<file path="src/rtl/salw_pkg.sv">
package salw_pkg;

	localparam logic [7:0] SYNC_BYTE = 8'h55;
	localparam int unsigned SYNC_NEEDED = 4;
	localparam logic [1:0] SYNC_LAST_RUN = 2'(SYNC_NEEDED - 1);

	typedef enum logic [2:0] {
		PH_SEEK    = 3'd0,
		PH_ADDR_LO = 3'd1,
		PH_ADDR_HI = 3'd2,
		PH_LEN_LO  = 3'd3,
		PH_LEN_HI  = 3'd4,
		PH_DATA    = 3'd5
	} phase_t;

	typedef enum logic [1:0] {
		KIND_FRAME = 2'd0,
		KIND_BYTE  = 2'd1,
		KIND_EMPTY = 2'd2
	} kind_t;

	typedef struct packed {
		kind_t       kind;
		logic [15:0] write_address;
		logic [15:0] byte_offset;
		logic [7:0]  payload_byte;
		logic        last;
	} result_t;

endpackage

</file>
<file path="src/rtl/salw_byte_if.sv">
interface salw_byte_if;
	logic       valid;
	logic       ready;
	logic [7:0] stream_byte;

	modport source (output valid, output stream_byte, input ready);
	modport sink (input valid, input stream_byte, output ready);
endinterface

</file>
<file path="src/rtl/salw_result_if.sv">
interface salw_result_if;
	logic                valid;
	logic                ready;
	salw_pkg::kind_t     kind;
	logic [15:0]         write_address;
	logic [15:0]         byte_offset;
	logic [7:0]          payload_byte;
	logic                last;

	modport source (
		output valid, output kind, output write_address, output byte_offset,
		output payload_byte, output last, input ready
	);
	modport sink (
		input valid, input kind, input write_address, input byte_offset,
		input payload_byte, input last, output ready
	);
endinterface

</file>
<file path="src/rtl/salw_parser.sv">
module salw_parser (
	input  logic              clk,
	input  logic              arst_n,
	input  logic              take,
	input  logic [7:0]        stream_byte,
	output logic              has_result,
	output salw_pkg::result_t result
);

	salw_pkg::phase_t phase_q, phase_d;
	logic [1:0]       sync_run_q, sync_run_d;
	logic [15:0]      address_q, address_d;
	logic [7:0]       length_lo_q, length_lo_d;
	logic [15:0]      length_q, length_d;
	logic [15:0]      received_q, received_d;
	logic [15:0]      full_length;
	logic [16:0]      next_count;
	logic             is_sync;
	logic             fin;

	always_ff @(posedge clk or negedge arst_n) begin
		if (!arst_n) begin
			phase_q     <= salw_pkg::PH_SEEK;
			sync_run_q  <= 2'd0;
			address_q   <= 16'd0;
			length_lo_q <= 8'd0;
			length_q    <= 16'd0;
			received_q  <= 16'd0;
		end else if (take) begin
			phase_q     <= phase_d;
			sync_run_q  <= sync_run_d;
			address_q   <= address_d;
			length_lo_q <= length_lo_d;
			length_q    <= length_d;
			received_q  <= received_d;
		end
	end

	assign is_sync     = (stream_byte == salw_pkg::SYNC_BYTE);
	assign full_length = {stream_byte, length_lo_q};
	assign next_count  = {1'b0, received_q} + 17'd1;
	assign fin         = (next_count == {1'b0, length_q});

	always_comb begin
		phase_d     = phase_q;
		sync_run_d  = sync_run_q;
		address_d   = address_q;
		length_lo_d = length_lo_q;
		length_d    = length_q;
		received_d  = received_q;
		has_result  = 1'b0;
		result      = '{kind: salw_pkg::KIND_FRAME, write_address: 16'd0,
			byte_offset: 16'd0, payload_byte: 8'd0, last: 1'b0};
		unique case (phase_q)
			salw_pkg::PH_ADDR_LO: begin
				// A sync byte where an address should start means the frame was lost.
				if (is_sync) begin
					phase_d    = salw_pkg::PH_SEEK;
					sync_run_d = 2'd1;
				end else begin
					address_d = {8'd0, stream_byte};
					phase_d   = salw_pkg::PH_ADDR_HI;
				end
			end
			salw_pkg::PH_ADDR_HI: begin
				address_d = {stream_byte, address_q[7:0]};
				phase_d   = salw_pkg::PH_LEN_LO;
			end
			salw_pkg::PH_LEN_LO: begin
				length_lo_d = stream_byte;
				phase_d     = salw_pkg::PH_LEN_HI;
			end
			salw_pkg::PH_LEN_HI: begin
				length_d   = full_length;
				received_d = 16'd0;
				if (full_length == 16'd0) begin
					phase_d           = salw_pkg::PH_ADDR_LO;
					has_result        = 1'b1;
					result.kind          = salw_pkg::KIND_EMPTY;
					result.write_address = address_q;
					result.last          = 1'b1;
				end else begin
					phase_d = salw_pkg::PH_DATA;
				end
			end
			salw_pkg::PH_DATA: begin
				received_d = next_count[15:0];
				if (fin) begin
					phase_d = salw_pkg::PH_ADDR_LO;
				end
				has_result           = 1'b1;
				result.kind          = salw_pkg::KIND_BYTE;
				result.write_address = address_q;
				result.byte_offset   = received_q;
				result.payload_byte  = stream_byte;
				result.last          = fin;
			end
			default: begin
				// Seeking sync; the unused phase codes land here as well.
				phase_d = salw_pkg::PH_SEEK;
				if (is_sync) begin
					if (sync_run_q == salw_pkg::SYNC_LAST_RUN) begin
						sync_run_d  = 2'd0;
						phase_d     = salw_pkg::PH_ADDR_LO;
						has_result  = 1'b1;
						result.kind = salw_pkg::KIND_FRAME;
					end else begin
						sync_run_d = sync_run_q + 2'd1;
					end
				end else begin
					sync_run_d = 2'd0;
				end
			end
		endcase
	end

endmodule

</file>
<file path="src/rtl/sync_address_length_write_deframer_unit.sv">
// Channel  Dir  Payload                                             Handshake
// stream   in   stream_byte[7:0]                                    valid/ready
// result   out  kind[1:0] write_address[15:0] byte_offset[15:0]     valid/ready
//               payload_byte[7:0] last
//
// One byte is taken per cycle while the skid register is empty. The parser is combinational logic that feeds the result
// register, so a result is shown the cycle after its byte is accepted when that register is free.
// arst_n clears the parser to sync seeking and empties both output stages.
// A two-entry output stage (result register plus skid register) lets a byte be
// accepted while a result waits; stream.ready falls only once the skid is full.
module sync_address_length_write_deframer_unit (
	input  logic          clk,
	input  logic          arst_n,
	salw_byte_if.sink     stream,
	salw_result_if.source result
);

	salw_pkg::result_t new_result;
	salw_pkg::result_t out_q;
	salw_pkg::result_t skid_q;
	logic              has_result;
	logic              out_valid_q;
	logic              skid_valid_q;
	logic              take;
	logic              push;
	logic              pop;

	assign stream.ready = !skid_valid_q;
	assign take         = stream.valid && stream.ready;
	assign push         = take && has_result;
	assign pop          = out_valid_q && result.ready;

	salw_parser u_parser (
		.clk         (clk),
		.arst_n      (arst_n),
		.take        (take),
		.stream_byte (stream.stream_byte),
		.has_result  (has_result),
		.result      (new_result)
	);

	always_ff @(posedge clk or negedge arst_n) begin
		if (!arst_n) begin
			out_valid_q  <= 1'b0;
			skid_valid_q <= 1'b0;
		end else begin
			if (pop) begin
				if (skid_valid_q) begin
					out_valid_q  <= 1'b1;
					skid_valid_q <= push;
				end else begin
					out_valid_q <= push;
				end
			end else if (!out_valid_q) begin
				out_valid_q <= push;
			end else if (push) begin
				skid_valid_q <= 1'b1;
			end
		end
	end

	// Payload stages need no reset; they follow the valid flags above.
	always_ff @(posedge clk) begin
		if (pop) begin
			if (skid_valid_q) begin
				out_q  <= skid_q;
				skid_q <= new_result;
			end else begin
				out_q <= new_result;
			end
		end else if (!out_valid_q) begin
			out_q <= new_result;
		end else if (push) begin
			skid_q <= new_result;
		end
	end

	assign result.valid         = out_valid_q;
	assign result.kind          = out_q.kind;
	assign result.write_address = out_q.write_address;
	assign result.byte_offset   = out_q.byte_offset;
	assign result.payload_byte  = out_q.payload_byte;
	assign result.last          = out_q.last;

endmodule

</file>
<file path="src/flat_wrapper.sv">
// flat-port wrapper written by rule: the top's interface ports become plain ports
module sync_address_length_write_deframer_unit_flat 
  (clk, arst_n, stream_valid, stream_stream_byte, stream_ready, result_valid, result_kind, result_write_address, result_byte_offset, result_payload_byte, result_last, result_ready);
  salw_byte_if stream_i ();
  salw_result_if result_i ();
  input  logic clk;
  input  logic arst_n;
  input wire logic [$bits(stream_i.valid)-1:0] stream_valid;
  input wire logic [$bits(stream_i.stream_byte)-1:0] stream_stream_byte;
  output wire logic [$bits(stream_i.ready)-1:0] stream_ready;
  output wire logic [$bits(result_i.valid)-1:0] result_valid;
  output wire logic [$bits(result_i.kind)-1:0] result_kind;
  output wire logic [$bits(result_i.write_address)-1:0] result_write_address;
  output wire logic [$bits(result_i.byte_offset)-1:0] result_byte_offset;
  output wire logic [$bits(result_i.payload_byte)-1:0] result_payload_byte;
  output wire logic [$bits(result_i.last)-1:0] result_last;
  input wire logic [$bits(result_i.ready)-1:0] result_ready;
  assign stream_i.valid = stream_valid;
  assign stream_i.stream_byte = stream_stream_byte;
  assign stream_ready = stream_i.ready;
  assign result_valid = result_i.valid;
  assign result_kind = result_i.kind;
  assign result_write_address = result_i.write_address;
  assign result_byte_offset = result_i.byte_offset;
  assign result_payload_byte = result_i.payload_byte;
  assign result_last = result_i.last;
  assign result_i.ready = result_ready;
  sync_address_length_write_deframer_unit u_core (.clk(clk), .arst_n(arst_n), .stream(stream_i), .result(result_i));
endmodule
</file>
<file path="config.mk">
export PLATFORM = sky130hd
export DESIGN_NAME = sync_address_length_write_deframer_unit_flat
export DESIGN_NICKNAME = d
export VERILOG_FILES = /design/src/rtl/salw_pkg.sv /design/src/rtl/salw_byte_if.sv /design/src/rtl/salw_result_if.sv /design/src/rtl/salw_parser.sv /design/src/rtl/sync_address_length_write_deframer_unit.sv /design/src/flat_wrapper.sv
export SDC_FILE = /design/constraint.sdc
export NUM_CORES = 1
export LEC_CHECK = 0
export ABC_AREA = 1
export BUFFER_PORTS_ARGS = -buffer_cell sky130_fd_sc_hd__clkbuf_2
export CAP_MARGIN = 25
export CELL_PAD_IN_SITES_DETAIL_PLACEMENT = 1
export CELL_PAD_IN_SITES_GLOBAL_PLACEMENT = 1
export CORE_ASPECT_RATIO = 0.9
export CORE_MARGIN = 2
export CORE_UTILIZATION = 42
export DETAILED_ROUTE_END_ITERATION = 10
export PLACE_DENSITY_LB_ADDON = 0.1
export SLEW_MARGIN = 25
export SYNTH_ARGS = -nofsm -noshare
export SYNTH_HDL_FRONTEND = slang
export SYNTH_SLANG_ARGS = --single-unit
</file>
<file path="constraint.sdc">
create_clock -name clk -period 2.6 [get_ports clk]
set_clock_uncertainty 0.15 [all_clocks]
set_input_delay 0.13 -clock clk [delete_from_list [all_inputs] [get_ports clk]]
set_output_delay 0.13 -clock clk [all_outputs]
set_load 0.01 [all_outputs]
</file>
==> flow_summary.json <==
{
  "worst_r2r_path_depth": 14,
  "path_max_fanout": 21,
  "cp_slowest_stage_delay_ns": 0.56,
  "timing.reg2reg.setup_slack_ns": 0.31,
  "synth_cell_types": 31,
  "placement.cell_area_um2": 7306,
  "vias": 5256,
  "drive_gt1_frac": 0.1618,
  "htreeDepth": 4,
  "rsz0062_at_grt": "no",
  "drc": 0,
  "layout.cells.most_common": "nand2_1",
  "final_cell_mix": "nand2_1 (243), edfxtp_1 (86), inv_1 (75)",
  "synth_area_leader_cell": "edfxtp_1",
  "synth_area_um2": 6701,
  "clk_path_buf_depth": 2,
  "first_pass_iters": 4,
  "maxCapViolations": 0,
  "grt_pass1_vias": 5512,
  "final_cells": 1018,
  "cp-end-kind": "register",
  "fin_crit_sh": 0.9347,
  "arrival_ns": 2.41,
  "outcome": "completed",
  "core_um2": 15490,
  "power_switching_mw": 1.071,
  "grt_antenna_before_repair": 0,
  "cts_tree": "yes",
  "finalWorstSetupSlack_ns": 0.1698,
  "rows": 43,
  "synth_area_per_cell_um2": 9.295,
  "power.leakage_nw": 3.994,
  "yosys_warnings": 0,
  "cp_cell_sequence": "dlygate4sd3_1 > clkbuf_2 > inv_1 > nand4_1 > nor2_1 > nand3_1 > nand2_1 > nand2_1 > inv_1 > o2111ai_1 > nand2_2 > clkbuf_16",
  "ys_ff_latch": 149,
  "start_util": 0.4325,
  "final_cell_area_um2": 8050,
  "die_height_um": 123.8,
  "ioPinCount": 57,
  "fin_crit_ns": 2.430,
  "routedWlPerCell_um": 17.58,
  "cts_sinks": 149,
  "nets": 818,
  "internal_power_mw": 4.029,
  "hold_depth": 4,
  "powerDensity_nw_per_um2": 633.5,
  "yosysSeqAreaShare": 0.6206,
  "viasPerCell": 5.163,
  "peakVddDrop_mv": 0.5209,
  "hold_path_startpoint": "result_ready",
  "root_buffer": "clkbuf_16",
  "synthCells": 721,
  "drt-total-wl_um": 17900,
  "grt_max_degree": 64,
  "startpoint_type": "primary input",
  "hp-class": "in -> reg",
  "place_hpwl_um": 11990,
  "drt_iter0_drc": 335,
  "diodes": 0,
  "final_hold_viol_count": 0,
  "grt_use_total": 0.2239,
  "ant_nets": 0,
  "setup_viol": 0,
  "crit_type": "in -> reg",
  "area_growth_syn_to_layout_pct": 20.13,
  "comb_power_share": 0.016,
  "timing.fmax_mhz": 411.5,
  "insertion_delay_ns": 0.43,
  "swShare": 0.2100,
  "cp_slowest_cell": "dlygate4sd3_1",
  "dieArea_um2": 16980,
  "yosys.area.top_type_share": 0.3854,
  "synthTopCellsByArea": "edfxtp_1 (39%), dfrtp_1 (24%), nand2_1 (14%), inv_1 (4.2%), nor2_1 (3.6%)",
  "maxSlewHeadroom": 0.5065,
  "fin_tns_setup_ns": 0,
  "syn_nets": 736,
  "place_ws_ns": 0.2101,
  "dp_cells": 975,
  "hold-path-endpoint": "u_core.skid_valid_q$_DFFE_PN0P_",
  "required_ns": 2.58,
  "die_w_um": 137.2,
  "slew_viol_final": 0,
  "cts.reportedPaths.clkPinSlew_ns": 0.06,
  "grt_pass1_wl_um": 28680,
  "rr_endpoint": "u_core.u_parser.phase_q[0]$_DFFE_PN0P_",
  "port_buffers": 56,
  "rr_startpoint": "u_core.u_parser.received_q[1]$_DFFE_PN0P_",
  "p_clk_frac": 0.497,
  "p_seq_frac": 0.487,
  "grt_overflow": 0,
  "worst_pin_slew_ns": 0.7354,
  "gp_congestion": 0.8730,
  "numCtsBuffers": 17
}
final cells by class:
class	count	area, um^2
Fill cell	1786	7445
Sequential cell	149	4159
Multi-Input combinational cell	474	2196
Timing Repair Buffer	81	535.5
Clock buffer	18	429.2
Inverter	80	300.3
Tap cell	202	252.7
Clock inverter	14	177.7
state kept, by name (all words and copies together), names as in the netlist:
register and cells:
u_core.result.byte_offset 16, u_core.result.kind 2, u_core.result.last 1, u_core.result.payload_byte 8, u_core.result.valid 1, u_core.result.write_address 16
u_core.skid_q 43, u_core.skid_valid_q 1, u_core.u_parser.address_q 16, u_core.u_parser.length_lo_q 8, u_core.u_parser.length_q 16, u_core.u_parser.phase_q 3
u_core.u_parser.received_q 16, u_core.u_parser.sync_run_q 2
metrics by stage:
| stage | hold WS, ns | power (mW) | utilization |
|---|---|---|---|
| floorplan | -0.3156 | 2.547 | - |
| global placement | 0.03004 | 2.599 | 0.4715 |
| detailed placement | 0.03224 | 2.600 | 0.4715 |
| CTS | 0.005433 | 5.140 | 0.5171 |
| global route | 0.04396 | 5.247 | 0.5195 |
| finish | 0.01379 | 5.100 | 0.5195 |
cell usage after synthesis, drive strengths merged:
cell type and count:
nand2 252, edfxtp 86, inv 78, nor2 74, dfrtp 63, o21ai 48
nand3 44, o22ai 18, clkbuf 16, nand4 15, nand3b 7, nor3 6
a21oi 3, ha 3, buf 2, clkinv 2, a211oi 1, a31oi 1
o2111ai 1, o211ai 1
cells by family after synthesis:
family | after synthesis | synth area share
AOI/OAI and AO/OA | 73 | 0.06049
adders and majority gates | 3 | 0.005602
buffers and inverters | 98 | 0.05527
DFF | 149 | 0.6206
and+or+nand+nor | 398 | 0.2580
timing repair:
action,in CTS,in global routing
endpoints found under the hold margin,78,0
hold buffers,10,0
resized for setup,0,3
endpoints found under the setup margin,0,43
setup buffers,0,0
critical path: cells and delay by family:
kind,cells,cell delay (ns)
compound gates,1,0.15
simple gates,6,0.88
buf+inv,5,1.25
power groups by stage:
stage / sequential (mW) / clock (mW) / combinational [mW]
after floorplan: 2.53 / 0 / 0.0158
after global placement: 2.53 / 0 / 0.0677
after detailed placement: 2.53 / 0 / 0.0690
after CTS: 2.48 / 2.57 / 0.0817
after global routing: 2.48 / 2.68 / 0.0890
final: 2.48 / 2.53 / 0.0817
how the worst max path moves through the flow:
stage,start,to
finish,stream_stream_byte[1],u_core.skid_q[40]$_DFFE_PP_
global route,u_core.u_parser.received_q[1]$_DFFE_PN0P_,u_core.u_parser.phase_q[0]$_DFFE_PN0P_
CTS,stream_stream_byte[3],u_core.skid_q[20]$_DFFE_PP_
detailed placement,stream_stream_byte[3],u_core.skid_q[19]$_DFFE_PP_
global placement,stream_stream_byte[3],u_core.skid_q[13]$_DFFE_PP_
floorplan,u_core.u_parser.phase_q[1]$_DFFE_PN0P_,u_core.skid_q[0]$_DFFE_PP_
layer usage:
metal,wire (um),part of all wire,global-route usage
met1,8618,0.48,0.3204
met2,8003,0.45,0.3451
met3,1001,0.056,0.04721
met4,274,0.015,0.06572
met5,0,0,0
Note: power is estimated with default switching activity, not from simulation.
